$ cat src/hdl/efg_pkg.sv
// Event-flag group package: sizes, codes and transaction types.
package efg_pkg;

  localparam int NUM_FLAGS = 16;
  localparam int NUM_SLOTS = 16;
  localparam int FLAG_W    = $clog2(NUM_FLAGS);
  localparam int SLOT_W    = $clog2(NUM_SLOTS);

  typedef enum logic [2:0] {
    K_CREATE = 3'd0,
    K_DELETE = 3'd1,
    K_SET    = 3'd2,
    K_CLEAR  = 3'd3,
    K_PEND1  = 3'd4,
    K_PENDM  = 3'd5,
    K_CANCEL = 3'd6,
    K_UNUSED = 3'd7
  } kind_e;

  typedef enum logic [2:0] {
    ST_OK           = 3'd0,
    ST_LOCKED       = 3'd1,
    ST_INVALID      = 3'd2,
    ST_CREATE_FAIL  = 3'd3,
    ST_TASK_WAITING = 3'd4,
    ST_NOT_READY    = 3'd5,
    ST_WAITING      = 3'd6
  } status_e;

  typedef enum logic [1:0] {
    MODE_NONE = 2'd0,
    MODE_ONE  = 2'd1,
    MODE_ANY  = 2'd2,
    MODE_ALL  = 2'd3
  } mode_e;

  typedef enum logic [2:0] {
    OP_CHECK  = 3'd0,
    OP_DEL    = 3'd1,
    OP_SET    = 3'd2,
    OP_PEND   = 3'd3,
    OP_CANCEL = 3'd4
  } op_e;

  typedef struct packed {
    logic [2:0]        kind;
    logic [FLAG_W-1:0] flag_id;
    logic [15:0]       flag_mask;
    logic              wait_all;
    logic [SLOT_W-1:0] waiter_slot;
    logic              no_wait;
    logic              force_delete;
    logic              sched_locked;
  } cmd_t;

  typedef struct packed {
    logic [2:0]  status;
    logic [3:0]  created_id;
    logic [15:0] wake_mask;
    logic [15:0] ready_flags;
  } res_t;

  // token passed cell to cell
  typedef struct packed {
    logic vld;
    op_e  op;
    logic busy;
  } link_t;

  // command fields seen by every cell
  typedef struct packed {
    logic [NUM_FLAGS-1:0] bit_m;
    logic [NUM_FLAGS-1:0] mask;
    mode_e                mode;
    logic [SLOT_W-1:0]    slot;
    logic [NUM_FLAGS-1:0] ready;
    logic                 clr;
  } bcast_t;

endpackage

$ cat src/hdl/efg_cell.sv
// One waiter slot cell: holds a slot's entry and acts as the sweep token passes.
module efg_cell (
  input  logic                      clk_i,
  input  logic                      rst_ni,
  input  logic [efg_pkg::SLOT_W-1:0] idx_i,
  input  efg_pkg::bcast_t           bc_i,
  input  efg_pkg::link_t            link_i,
  output efg_pkg::link_t            link_o,
  output logic                      woke_o
);

  logic                          waiting_q, waiting_d;
  logic [efg_pkg::NUM_FLAGS-1:0] mask_q, mask_d;
  efg_pkg::mode_e                mode_q, mode_d;
  logic                          woke_q, woke_d;
  efg_pkg::link_t                link_q, link_d;
  logic                          hit_bit;
  logic                          sat;
  logic                          mine;

  assign hit_bit = waiting_q && ((mask_q & bc_i.bit_m) != '0);
  assign mine    = (idx_i == bc_i.slot);

  always_comb begin
    case (mode_q)
      efg_pkg::MODE_ALL: sat = ((mask_q & bc_i.ready) == mask_q);
      efg_pkg::MODE_ONE,
      efg_pkg::MODE_ANY: sat = ((mask_q & bc_i.ready) != '0);
      default:           sat = 1'b0;
    endcase
  end

  always_comb begin
    waiting_d = waiting_q;
    mask_d    = mask_q;
    mode_d    = mode_q;
    woke_d    = bc_i.clr ? 1'b0 : woke_q;
    link_d    = link_i;
    if (link_i.vld) begin
      case (link_i.op)
        efg_pkg::OP_CHECK: begin
          link_d.busy = link_i.busy | hit_bit;
        end
        efg_pkg::OP_DEL: begin
          if (hit_bit) begin
            if (mode_q == efg_pkg::MODE_ONE) begin
              waiting_d = 1'b0;
              mask_d    = '0;
              mode_d    = efg_pkg::MODE_NONE;
              woke_d    = 1'b1;
            end else begin
              mask_d = mask_q & ~bc_i.bit_m;
            end
          end
        end
        efg_pkg::OP_SET: begin
          if (waiting_q && sat) begin
            waiting_d = 1'b0;
            mask_d    = '0;
            mode_d    = efg_pkg::MODE_NONE;
            woke_d    = 1'b1;
          end
        end
        efg_pkg::OP_PEND: begin
          if (mine) begin
            waiting_d = 1'b1;
            mask_d    = bc_i.mask;
            mode_d    = bc_i.mode;
          end
        end
        efg_pkg::OP_CANCEL: begin
          if (mine && waiting_q) begin
            waiting_d = 1'b0;
            mask_d    = '0;
            mode_d    = efg_pkg::MODE_NONE;
            woke_d    = 1'b1;
          end
        end
        default: begin
        end
      endcase
    end
  end

  always_ff @(posedge clk_i or negedge rst_ni) begin
    if (!rst_ni) begin
      waiting_q <= 1'b0;
      mask_q    <= '0;
      mode_q    <= efg_pkg::MODE_NONE;
      woke_q    <= 1'b0;
      link_q    <= '0;
    end else begin
      waiting_q <= waiting_d;
      mask_q    <= mask_d;
      mode_q    <= mode_d;
      woke_q    <= woke_d;
      link_q    <= link_d;
    end
  end

  assign link_o = link_q;
  assign woke_o = woke_q;

endmodule

$ cat src/hdl/event_flag_group_wait_table.sv
// Event-flag group top level: command decode, flag masks and the waiter cell chain.
//
// A command is taken at a rising edge with start_i high and busy_o low. Its
// single result appears on res_o for exactly one cycle with done_o high; the
// receiver cannot hold it off.
// Create, clear, refused and already-satisfied commands give their result in
// the cycle after the command.
// Set, pend and cancel send a token down the chain of 16 waiter cells, one
// cell per cycle; the result follows once the token leaves the last cell.
// Delete sweeps the chain for waiters on the flag; unless some are found and
// force_delete is low (ST_TASK_WAITING), it sweeps again to wake or strip them.
// busy_o is high while the chain is swept and low again in the result cycle, so
// the next command can be taken in the cycle its predecessor's result is shown.
// Reset clears the allocated and ready masks and every waiter entry; the
// block takes commands from the first cycle after reset is released.
module event_flag_group_wait_table (
  input  logic            clk_i,
  input  logic            rst_ni,
  input  logic            start_i,
  input  efg_pkg::cmd_t   cmd_i,
  output logic            busy_o,
  output logic            done_o,
  output efg_pkg::res_t   res_o
);

  localparam int NF = efg_pkg::NUM_FLAGS;
  localparam int NS = efg_pkg::NUM_SLOTS;

  typedef enum logic [1:0] {
    S_IDLE,
    S_CHECK,
    S_SWEEP
  } state_e;

  state_e                 state_q;
  logic [NF-1:0]          alloc_q;
  logic [NF-1:0]          ready_q;
  logic [NF-1:0]          bit_q;
  logic [NF-1:0]          mask_q;
  efg_pkg::mode_e         mode_q;
  logic [efg_pkg::SLOT_W-1:0] slot_q;
  logic                   force_q;
  efg_pkg::op_e           op_q;
  logic                   launch_q;
  logic                   done_q;
  efg_pkg::res_t          res_q;

  efg_pkg::link_t         chain [NS+1];
  logic [NS-1:0]          woke;
  efg_pkg::bcast_t        bc;

  logic [NF-1:0]          in_bit;
  logic                   id_ok;
  logic                   free_found;
  logic [efg_pkg::FLAG_W-1:0] free_id;
  logic                   mask_bad;
  logic                   mask_met;

  assign in_bit   = NF'(1) << cmd_i.flag_id;
  assign id_ok    = alloc_q[cmd_i.flag_id];
  assign mask_bad = (cmd_i.flag_mask == '0) || ((cmd_i.flag_mask & ~alloc_q) != '0);
  assign mask_met = cmd_i.wait_all ? ((ready_q & cmd_i.flag_mask) == cmd_i.flag_mask)
                                   : ((ready_q & cmd_i.flag_mask) != '0);

  always_comb begin
    free_found = 1'b0;
    free_id    = '0;
    for (int i = NF - 1; i >= 0; i--) begin
      if (!alloc_q[i]) begin
        free_found = 1'b1;
        free_id    = efg_pkg::FLAG_W'(i);
      end
    end
  end

  assign bc.bit_m = bit_q;
  assign bc.mask  = mask_q;
  assign bc.mode  = mode_q;
  assign bc.slot  = slot_q;
  assign bc.ready = ready_q;
  assign bc.clr   = launch_q;

  assign chain[0].vld  = launch_q;
  assign chain[0].op   = op_q;
  assign chain[0].busy = 1'b0;

  for (genvar g = 0; g < NS; g++) begin : g_cell
    efg_cell u_cell (
      .clk_i  (clk_i),
      .rst_ni (rst_ni),
      .idx_i  (efg_pkg::SLOT_W'(g)),
      .bc_i   (bc),
      .link_i (chain[g]),
      .link_o (chain[g+1]),
      .woke_o (woke[g])
    );
  end

  always_ff @(posedge clk_i or negedge rst_ni) begin
    if (!rst_ni) begin
      state_q  <= S_IDLE;
      alloc_q  <= '0;
      ready_q  <= '0;
      bit_q    <= '0;
      mask_q   <= '0;
      mode_q   <= efg_pkg::MODE_NONE;
      slot_q   <= '0;
      force_q  <= 1'b0;
      op_q     <= efg_pkg::OP_CHECK;
      launch_q <= 1'b0;
      done_q   <= 1'b0;
      res_q    <= '0;
    end else begin
      launch_q <= 1'b0;
      done_q   <= 1'b0;
      case (state_q)
        S_IDLE: begin
          if (start_i) begin
            bit_q   <= in_bit;
            slot_q  <= cmd_i.waiter_slot;
            force_q <= cmd_i.force_delete;
            res_q.created_id <= '0;
            res_q.wake_mask  <= '0;
            res_q.status     <= efg_pkg::ST_OK;
            if (cmd_i.kind == efg_pkg::K_CREATE) begin
              done_q <= 1'b1;
              res_q.ready_flags <= ready_q;
              if (free_found) begin
                alloc_q <= alloc_q | (NF'(1) << free_id);
                res_q.created_id <= 4'(free_id);
              end else begin
                res_q.status <= efg_pkg::ST_CREATE_FAIL;
              end
            end else if (cmd_i.kind == efg_pkg::K_UNUSED) begin
              done_q <= 1'b1;
              res_q.status      <= efg_pkg::ST_INVALID;
              res_q.ready_flags <= ready_q;
            end else if (cmd_i.sched_locked) begin
              done_q <= 1'b1;
              res_q.status      <= efg_pkg::ST_LOCKED;
              res_q.ready_flags <= ready_q;
            end else begin
              res_q.ready_flags <= ready_q;
              case (cmd_i.kind)
                efg_pkg::K_DELETE: begin
                  if (!id_ok) begin
                    done_q <= 1'b1;
                    res_q.status <= efg_pkg::ST_INVALID;
                  end else begin
                    op_q     <= efg_pkg::OP_CHECK;
                    launch_q <= 1'b1;
                    state_q  <= S_CHECK;
                  end
                end
                efg_pkg::K_SET: begin
                  if (!id_ok) begin
                    done_q <= 1'b1;
                    res_q.status <= efg_pkg::ST_INVALID;
                  end else if ((ready_q & in_bit) != '0) begin
                    done_q <= 1'b1;
                  end else begin
                    ready_q  <= ready_q | in_bit;
                    op_q     <= efg_pkg::OP_SET;
                    launch_q <= 1'b1;
                    state_q  <= S_SWEEP;
                  end
                end
                efg_pkg::K_CLEAR: begin
                  done_q <= 1'b1;
                  if (!id_ok) begin
                    res_q.status <= efg_pkg::ST_INVALID;
                  end else begin
                    ready_q <= ready_q & ~in_bit;
                    res_q.ready_flags <= ready_q & ~in_bit;
                  end
                end
                efg_pkg::K_PEND1: begin
                  if (!id_ok) begin
                    done_q <= 1'b1;
                    res_q.status <= efg_pkg::ST_INVALID;
                  end else if ((ready_q & in_bit) != '0) begin
                    done_q <= 1'b1;
                  end else if (cmd_i.no_wait) begin
                    done_q <= 1'b1;
                    res_q.status <= efg_pkg::ST_NOT_READY;
                  end else begin
                    mask_q   <= in_bit;
                    mode_q   <= efg_pkg::MODE_ONE;
                    op_q     <= efg_pkg::OP_PEND;
                    launch_q <= 1'b1;
                    res_q.status <= efg_pkg::ST_WAITING;
                    state_q  <= S_SWEEP;
                  end
                end
                efg_pkg::K_PENDM: begin
                  if (mask_bad) begin
                    done_q <= 1'b1;
                    res_q.status <= efg_pkg::ST_INVALID;
                  end else if (mask_met) begin
                    done_q <= 1'b1;
                  end else if (cmd_i.no_wait) begin
                    done_q <= 1'b1;
                    res_q.status <= efg_pkg::ST_NOT_READY;
                  end else begin
                    mask_q   <= cmd_i.flag_mask;
                    mode_q   <= cmd_i.wait_all ? efg_pkg::MODE_ALL : efg_pkg::MODE_ANY;
                    op_q     <= efg_pkg::OP_PEND;
                    launch_q <= 1'b1;
                    res_q.status <= efg_pkg::ST_WAITING;
                    state_q  <= S_SWEEP;
                  end
                end
                default: begin
                  op_q     <= efg_pkg::OP_CANCEL;
                  launch_q <= 1'b1;
                  state_q  <= S_SWEEP;
                end
              endcase
            end
          end
        end
        S_CHECK: begin
          if (chain[NS].vld) begin
            if (chain[NS].busy && !force_q) begin
              done_q <= 1'b1;
              res_q.status <= efg_pkg::ST_TASK_WAITING;
              state_q <= S_IDLE;
            end else begin
              op_q     <= efg_pkg::OP_DEL;
              launch_q <= 1'b1;
              state_q  <= S_SWEEP;
            end
          end
        end
        S_SWEEP: begin
          if (chain[NS].vld) begin
            done_q <= 1'b1;
            res_q.wake_mask <= 16'(woke);
            state_q <= S_IDLE;
            if (op_q == efg_pkg::OP_DEL) begin
              alloc_q <= alloc_q & ~bit_q;
              ready_q <= ready_q & ~bit_q;
              res_q.ready_flags <= ready_q & ~bit_q;
            end else begin
              res_q.ready_flags <= ready_q;
            end
          end
        end
        default: begin
          state_q <= S_IDLE;
        end
      endcase
    end
  end

  assign busy_o = (state_q != S_IDLE);
  assign done_o = done_q;
  assign res_o  = res_q;

endmodule

$ cat config.mk
export PLATFORM = sky130hd
export DESIGN_NAME = event_flag_group_wait_table
export DESIGN_NICKNAME = d
export VERILOG_FILES = /design/src/hdl/efg_pkg.sv /design/src/hdl/efg_cell.sv /design/src/hdl/event_flag_group_wait_table.sv
export SDC_FILE = /design/constraint.sdc
export NUM_CORES = 1
export LEC_CHECK = 0
export BUFFER_PORTS_ARGS = -buffer_cell sky130_fd_sc_hd__clkbuf_2
export CELL_PAD_IN_SITES_DETAIL_PLACEMENT = 1
export CELL_PAD_IN_SITES_GLOBAL_PLACEMENT = 2
export CORE_AREA = 2 2 273 275
export CTS_CLUSTER_SIZE = 12
export DETAILED_ROUTE_END_ITERATION = 8
export DIE_AREA = 0 0 275 277
export GPL_ROUTABILITY_DRIVEN = 0
export PLACE_DENSITY_LB_ADDON = 0.08
export SYNTH_ARGS = -nofsm -noshare
export SYNTH_HDL_FRONTEND = slang
export SYNTH_SLANG_ARGS = --single-unit
$ cat constraint.sdc
create_clock -name clk_i -period 3.73 [get_ports clk_i]
set_clock_uncertainty 0.2 [all_clocks]
set_input_delay 0.746 -clock clk_i [delete_from_list [all_inputs] [get_ports clk_i]]
set_output_delay 0.746 -clock clk_i [all_outputs]
set_load 0.03 [all_outputs]
Word level (Yosys, flattened, before mapping)
Cells that the tools add are included.
W data, S select, Z words.
Word-level totals
  bits of input ports: 34
  word-level logic and storage cells: 1251
  bits in registers: 514
Cells by class
  muxes and demuxes: 604
  bitwise operators: 77
  equal/unequal tests: 258
  order comparisons: 1
  reduce and logical (&&, ||, !) cells: 183
  shift operators: 2
Operators by type and width (number)
  $mux W16: 104
  $pmux W16 S4: 16
  $and A16 B16 Y16: 54
  $reduce_bool A16 Y1: 35
  $eq A16 B16 Y1: 17
  $mux W1: 256
  $mux W2: 104
  $ne A2 B1 Y1 const B: 82
  $pmux W16 S2: 4
  $pmux W2 S4: 16
  $reduce_and A7 Y1: 16
  $eq A3 B2 Y1 const B: 34
  $reduce_and A6 Y1: 17
  $mux W4: 18
  $mux W3: 23
  $eq A2 B2 Y1 const B: 33
  $pmux W1 S4: 16
  $pmux W32 S2: 1
  $reduce_bool A4 Y1: 16
  $eq A3 B3 Y1 const B: 19
  $eq A3 B1 Y1 const B: 17
  $logic_not A3 Y1: 17
  $pmux W1 S3: 17
  $logic_and A1 B1 Y1: 49
  40 further kinds: 144

Depth between registers and ports, before layout
Gate-level depths: netlist of run 1.
  depth after elaboration: 22
  gate-level depth with buffers: 13
  depth with buffers taken out: 9

By module
From an unflattened synthesis of run 1, not the netlist that was laid out.
Unflattened totals
  cell total of the unflattened synthesis: 3149
  area, all modules: 31724.2 sq um
By module, submodules not included
  efg_cell (g_cell[12].u_cell ...): instances 9, area each 1554.0 sq um, cells each 149
  efg_cell (g_cell[0].u_cell ...): instances 7, area each 1577.8 sq um, cells each 149
  event_flag_group_wait_table: instances 1, area each 6693.9 sq um, cells each 765

Worst setup path after synthesis of run 1
No wires, ideal clock.
  kind: input to register
  from: in cmd_i[24] in the netlist's numbering
  to: reg state_q[1]
  buffers on the path: 1
  arrival time: 2934 ps
  stages on the path: 10
  path slack: 472 ps
  path through: buf_2 > mux4_2 > mux2_2 > a32oi_2 > nor3_2 > a221o_1 > nand4_1 > or2_1 > a21oi_1 > o31a_1
Between the ends
  cells in the longest elaborated chain, start to end: 5
  elaborated cells between the ends (all ways): 11
  classes of those cells: eq/ne: 5; shift: 1; mux: 2; bitwise: 1; reduce/logical: 2
Ends and longest elaborated chain
  from (decl): RTL line event_flag_group_wait_table.sv:20  | input efg_pkg::cmd_t cmd_i,
  $shl A1 B4 Y16: RTL line event_flag_group_wait_table.sv:59  | assign in_bit = NF'(1) << cmd_i.flag_id;
  $and A16 B16 Y16: RTL line event_flag_group_wait_table.sv:159, event_flag_group_wait_table.sv:181
  $reduce_bool A16 Y1: RTL line event_flag_group_wait_table.sv:159, event_flag_group_wait_table.sv:181
  $ne A3 B3 Y1 (no line)
  $reduce_and A14 Y1 (no line) (*)
  to (signal assigned): RTL line event_flag_group_wait_table.sv:152  | state_q <= S_CHECK;
  to (signal assigned): RTL line event_flag_group_wait_table.sv:165  | state_q <= S_SWEEP;
  to (signal assigned): RTL line event_flag_group_wait_table.sv:192  | state_q <= S_SWEEP;
  to (decl): RTL line event_flag_group_wait_table.sv:35  | state_e state_q;
Mark *: on every way between the ends. The rest lies on a longest branch, timed or not. The select of a mux whose other input is x is not followed.
A chain may end at the register's enable or synchronous reset.

Worst setup path after layout of run 1
  from: reg ready_q[6]
  to: reg g_cell[0].u_cell.mode_q[1]
Between the ends
  cells in the longest elaborated chain, start to end: 6
  elaborated cells between the ends (all ways): 7
  classes of those cells: eq/ne: 2; mux: 1; bitwise: 1; reduce/logical: 3
Ends and longest elaborated chain
  from (decl): RTL line event_flag_group_wait_table.sv:37  | logic [NF-1:0] ready_q;
  from (signal assigned): RTL line event_flag_group_wait_table.sv:162  | ready_q <= ready_q | in_bit;
  from (signal assigned): RTL line event_flag_group_wait_table.sv:173  | ready_q <= ready_q & ~in_bit;
  from (signal assigned): RTL line event_flag_group_wait_table.sv:242  | ready_q <= ready_q & ~bit_q;
  $and A16 B16 Y16 (*): RTL line efg_cell.sv:26, efg_cell.sv:28
  $eq A16 B16 Y1 / $reduce_bool A16 Y1 (equally long branches): RTL line efg_cell.sv:26, efg_cell.sv:28
  $pmux W1 S2 (*): RTL line efg_cell.sv:25  | case (mode_q)
  $logic_and A1 B1 Y1 (*): RTL line efg_cell.sv:57  | if (waiting_q && sat) begin
  $ne A2 B1 Y1 (no line) (*)
  $reduce_and A7 Y1 (no line) (*)
  to (signal assigned): RTL line efg_cell.sv:89  | mode_q <= efg_pkg::MODE_NONE;
  to (signal assigned): RTL line efg_cell.sv:95  | mode_q <= mode_d;
  to (decl): RTL line efg_cell.sv:14  | efg_pkg::mode_e mode_q, mode_d;
Mark *: on every way between the ends. The rest lies on a longest branch, timed or not.

==> run metrics, run 1 <==
CTS tree done; crit path time final 3.69 ns; required arrival time at the worst endpoint 4.05 ns; CP Launch Type register; vias in the first global route 31,300; share of cells above drive strength 1 13.0%; die width 275 um; Slowest Stage Delay on Critical Path 0.48 ns; Worst Path Arrival 4.00 ns; H-tree depth 3; first-pass GRT wire length 219,000 um; Setup Crit Path Kind register to register; final wirelength 151,000 um; Max IR drop VDD 0.000598 V; failing checks negative hold slack, max-capacitance violations, max-slew violations; leakage 14.8 nW; status finished with violations; Clock Path Buffers 3; Sw Ratio 45.4%; sequential-to-total area share from yosys stat 44.3%; combinational group share of total power 35.5%; power share of the sequential group 38.3%; Num CTS Buffers 66; Period Utilization, post-route 98.8%; clock latency at the later pin of the worst-skew pair 0.63 ns; Starting Density 39.4%; clk root buf clkbuf_16; initial DRC count 3,719; dominant synthesized flop cell dfrtp_1; # IOs 75; hold crit path type input pin to asynchronous set/reset pin; nature of the critical path endpoint register; P_sw 11.2 mW; total global routing track utilization 39.1%; drt pass-1 iters 8; hold buffer count at CTS 0; Core ar. 73,600 um^2; Post-Synthesis Cells 3,328; critical-path cell list inv_1 > a22o_1 > or4_1 > o41ai_2 > a31oi_1 > o21a_1 > nor2_4 > o21ai_1 > a22o_1; worst slew pin tran 1.56 ns; Avg WL per Cell 33.8 um; Layout area overhead 16.2%; total of max-cap violations 1; RSZ-0062 raised after global routing false; DR vias/cell 6.81; DP Wirelength 102,000 um; port buffer count 74; FMAX 0.271 GHz; Clk pwr share 26.2%; dpl cells 4,336; critical path's most frequent cell a22o_1; largest net degree at the start of global routing 84; Post-Syn Area 29,000 um^2; Avg Cell Area, Syn 8.72 um^2; Setup-failing EPs final 0; largest fanout on the critical path 17; max-slew violations 6; EDFF count, synth 0; initial antenna violation count 5; syn_nets 3,412; WHS -0.0283 ns; post-route insts no fill 4,459; via count 30,400; Post-synth ARST share 100%; Hold Fails Final Rpt 9; die height 277 um; die area 76,200 um^2; Pint 13.4 mW; Rel. slew slack -4.04%; Pwr per Cell Area 728 nW/um^2; final total power 24.6 mW; total clock sinks 514; gr ovfl total 0; Distinct cells, synth 84; Worst-path clk slew 0.06 ns; CP max-delay cell inv_1; fillers 8,524; DRC violations left 0; Post-DRT Antenna Nets 0; row count 100; # nets final 3,522; synth warn 0; Synth Register Bits 514
logic make-up after synthesis:
| kind of cell | share of synthesized area (%) |
|---|---|
| mux | 0.798 |
| buf+inv | 5.48 |
| xor+xnor | 0.151 |
| fa+ha+maj | 2.16 |
| compound gates | 30.7 |
| flops | 44.3 |
| simple gates | 16.4 |
worst paths after layout:
check / start / to / slack (ns) / cells past startpoint
max reg2reg: ready_q[6]$_DFFE_PN0P_ / g_cell[0].u_cell.mode_q[1]$_DFFE_PN0P_ / 0.04 / 9
min reg2reg: g_cell[2].u_cell.link_o[4]$_DFF_PN0_ / g_cell[3].u_cell.link_o[4]$_DFF_PN0_ / 0.23 / 0
min: rst_ni / res_o[25]$_DFFE_PN0P_ / -0.03 / 1
min in group clk_i: cmd_i[6] / slot_q[3]$_DFFE_PN0P_ / 0.15 / 2
max: ready_q[6]$_DFFE_PN0P_ / g_cell[0].u_cell.mode_q[1]$_DFFE_PN0P_ / 0.04 / 9
max in group asynchronous: rst_ni / g_cell[1].u_cell.woke_o$_DFF_PN0_ / 2.41 / 2
worst max-delay path, delay by kind of cell, from the launching register on:
kind,cells,cell delay [ns]
buf+inv,1,0.48
simple gates,2,0.82
compound gates,6,1.67
flops,1,0.41
per-layer routing:
metal	wire length (um)	GRT usage, %
met2	63700	57.3
met1	60100	51.7
met4	10800	22.8
met3	16100	10.7
met5	10	0
state kept, by name, indices dropped and copies added (netlist names), named ones only:
name	count
alloc_q	16
bit_q	16
done_o	1
force_q	1
g_cell.u_cell.link_o	77
g_cell.u_cell.mask_q	256
g_cell.u_cell.mode_q	32
g_cell.u_cell.waiting_q	16
g_cell.u_cell.woke_o	15
launch_q	1
mask_q	16
mode_q	2
op_q	3
ready_q	16
res_o	39
slot_q	4
state_q	2
stage by stage:
| stage | worst slack [ns] | hold slack (ns) | util, % | TNS (ns) | area, um^2 |
|---|---|---|---|---|---|
| 6_report | 0.0439 | -0.0283 | 45.9 | 0 | 33700 |
| 5_1_grt | 0.0235 | 0.0379 | 45.8 | 0 | 33700 |
| 4_1_cts | 0.145 | 0.0250 | 45.8 | 0 | 33700 |
| 3_5_place_dp | -0.134 | 0.223 | 42.9 | -0.419 | 31600 |
| 3_3_place_gp | -0.102 | 0.214 | 42.9 | -0.205 | 31600 |
| 2_1_floorplan | 0.472 | 0.152 | - | 0 | 29000 |
cell usage after synthesis (10+ instances only):
cell type    n  area, um^2
a2111oi_0   14         123
a211o_1     11        96.3
a211oi_1    18         135
a21o_1      19         143
a21oi_1     71         355
a221o_1     18         180
a221oi_1    66         578
a222oi_1    13         130
a22o_1     225        1970
a22oi_1    186        1400
and3_1      12        75.1
buf_1       12        45.0
buf_2       28         140
clkbuf_1   208         781
dfrtp_1    514       12900
ha_1        50         626
inv_1      150         563
mux2_2      13         146
nand2_1    413        1550
nand2b_1    27         169
nand3_1     94         470
nand4_1     52         325
nor2_1     264         991
nor2b_1     86         538
nor3_1      21         105
o211ai_1    11        82.6
o21a_1      10        75.1
o21ai_0    461        2310
o21ai_1     25         125
o221ai_1    10        87.6
o22ai_1     13        81.3
o31a_1      10        87.6
o31ai_1     24         180
o41ai_1     12         105
power groups by stage:
stage	clock, mW	combinational (mW)	sequential [mW]
2_1_floorplan	0	4.92	8.20
3_3_place_gp	0	8.15	9.33
3_5_place_dp	0	8.37	9.36
4_1_cts	6.48	8.41	9.30
5_1_grt	6.68	9.17	9.55
6_report	6.44	8.72	9.39
final cells by class:
| type | count | area, um^2 | area share, % |
|---|---|---|---|
| Multi-Input combinational cell | 2405 | 14600 | 43.3 |
| Sequential cell | 514 | 12900 | 38.1 |
| Timing Repair Buffer | 295 | 2330 | 6.90 |
| Clock buffer | 93 | 1910 | 5.65 |
| Tap cell | 969 | 1210 | 3.59 |
| Inverter | 156 | 589 | 1.75 |
| Clock inverter | 24 | 220 | 0.653 |
| Antenna cell | 3 | 7.51 | 0.0223 |
cells in the final DEF (no fill, tap or decap), drive strengths merged, types with 50 or more instances in the layout:
master	synthesis	layout
dfrtp	514	514
o21ai	486	486
nand2	413	413
nor2	266	266
a22o	225	225
buf	42	222
a22oi	186	186
clkbuf	211	166
inv	156	157
nand3	94	94
nor2b	86	86
a21oi	72	72
a221oi	66	66
nand4	52	52
ha	50	50
timing repair:
| action | in CTS | in global routing |
|---|---|---|
| endpoints found under the setup margin | 0 | 19 |
| gates resized for setup | 0 | 2 |
| buffers inserted | 0 | 3 |
(Power assumes the default switching activity.)
==> run 2, diff against run 1 <==
- PLACE_DENSITY: not set -> 0.89
- PLACE_DENSITY_LB_ADDON: 0.08 -> not set
- RECOVER_POWER: not set -> 25
==> run 2 against run 1 <==
The flow finishes with violations (max-capacitance violations, max-slew violations). Global-route usage decreased by 2.5 points. First-iteration DRC count increased by 0.83%. Clock-buffer cell count decreased by 10. Wire length decreased by 5.8%. Critical path depth unchanged. Largest cell class unchanged.
==> run metrics, run 2 (synthesis results as in run 1) <==
Max IR drop VDD 0.000391 V; CP max-delay cell or3_1; Worst Path Arrival 3.97 ns; Rel. slew slack -9.55%; Num CTS Buffers 59; H-tree depth 2; R2R Path Start ready_q[7]$_DFFE_PN0P_; Reg area 12,900 um^2; initial DRC count 3,750; Post-DRT Antenna Nets 0; die width 275 um; largest fanout on the critical path 16; CTS tree done; status finished with violations; Crit path buffers/inverters 1; Slowest Stage Delay on Critical Path 0.68 ns; final worst-path setup slack 0.0748 ns; post-route insts no fill 4,423; final wirelength 142,000 um; largest net degree at the start of global routing 116; DRC violations left 0; final total power 24.4 mW; hold crit path type input pin to register; Pint 13.7 mW; Sw Ratio 43.9%; # IOs 75; clk root buf clkbuf_16; P_sw 10.7 mW; required arrival time at the worst endpoint 4.04 ns; worst slew pin tran 1.64 ns; Setup-failing EPs final 0; DP Wirelength 94,100 um; nature of the critical path endpoint register; commonest non-fill, non-tap cells in the layout dfrtp_1, o21ai_0, nand2_1; Fin Setup TNS 0 ns; row count 100; die height 277 um; Biggest register g_cell.u_cell.mask_q; Util after Layout 45.5%; clock latency at the later pin of the worst-skew pair 0.65 ns; CP Launch Type register; drt pass-1 iters 6; combinational group share of total power 35.0%; leakage 14.6 nW; vias in the first global route 31,800; via count 30,600; Clk pwr share 27.0%; Core ar. 73,600 um^2; crit path time final 3.66 ns; Largest register FFs 256; multi-input combinational cell area 14,600 um^2; DR vias/cell 6.92; Clock Path Buffers 3; Worst-path clk slew 0.06 ns; CP Launch Point ready_q[7]$_DFFE_PN0P_; max-slew violations 169; share of cells above drive strength 1 12.3%; Hold Fails Final Rpt 0; port buffer count 74; pre-CTS setup slack 0.0321 ns; Placement Cell Area 31,200 um^2; total of max-cap violations 2; commonest non-fill, non-tap cell in the layout dfrtp_1; CP top delay family simple AND/OR/NAND/NOR gates; critical-path cell list inv_2 > a22o_1 > nor4b_1 > a22o_1 > nor3b_2 > a211oi_1 > or3_1 > o21ai_0 > o21ai_0; Pwr per Cell Area 728 nW/um^2; Avg WL per Cell 32.1 um; total clock sinks 514; Period Utilization, post-route 98.0%; failing checks max-capacitance violations, max-slew violations; Setup Crit Path Kind register to register; gr ovfl total 0; first-pass GRT wire length 209,000 um; RSZ-0062 raised after global routing false; # nets final 3,488; Layout area overhead 15.3%; Starting Density 39.4%; fillers 8,495; die area 76,200 um^2; total global routing track utilization 36.6%; dpl cells 4,307; initial antenna violation count 9; WHS 0.125 ns; FMAX 0.274 GHz; power share of the sequential group 38.0%; final instance area 33,500 um^2; Worst Hold Launch cmd_i[1]
==> run 2: power by group through the flow <==
stage / combinational (mW) / clock, mW / sequential (mW)
global route: 8.94 / 6.84 / 9.39
global placement: 7.74 / 0 / 9.10
CTS: 8.19 / 6.62 / 9.13
detailed placement: 8.13 / 0 / 9.19
finish: 8.52 / 6.58 / 9.25
floorplan: 4.92 / 0 / 8.20
==> run 2: worst register-to-register path: cells and delay by family (launching register included) <==
kind / cells / cell delay [ns]
flops: 1 / 0.54
simple gates: 3 / 1.29
compound gates: 5 / 1.17
buf+inv: 1 / 0.32
==> run 2: what timing repair did <==
action / in CTS / in global routing
setup buffers: 0 / 4
resized for setup: 0 / 6
hold buffers: 1 / 0
endpoints found under the setup margin: 0 / 44
hold endpoints to repair: 31 / 0
==> run 2: path summary, 6_finish.rpt <==
kind                                                            to  depth (start not counted)  slack (ns)
max                        g_cell[12].u_cell.mask_q[8]$_DFFE_PN0P_                          9        0.07
min                                            force_q$_DFFE_PN0P_                          2        0.12
max reg2reg                g_cell[12].u_cell.mask_q[8]$_DFFE_PN0P_                          9        0.07
min reg2reg                  g_cell[13].u_cell.link_o[4]$_DFF_PN0_                          0        0.23
max in group asynchronous                    mode_q[0]$_DFFE_PN0P_                          3        0.94
min in group asynchronous  g_cell[6].u_cell.mask_q[15]$_DFFE_PN0P_                          2        0.41
==> run 2: cell type report <==
| class | instances | area share, % |
|---|---|---|
| inverter | 156 | 1.77 |
| tap | 969 | 3.62 |
| timing repair buffer | 268 | 5.98 |
| multi-input combinational | 2405 | 43.7 |
| clock buffer | 83 | 5.17 |
| sequential | 514 | 38.5 |
| antenna | 1 | 0.00748 |
| clock inverter | 27 | 1.33 |
==> run 2: layer usage <==
| layer | vias up | share of wire (%) | track usage [%] |
|---|---|---|---|
| met4 | 10 | 8.7 | 26.9 |
| met2 | 2082 | 42 | 53.4 |
| li1 | 12400 | - | - |
| met5 | - | 0.056 | 0 |
| met3 | 726 | 12 | 10.3 |
| met1 | 15400 | 37 | 46.2 |
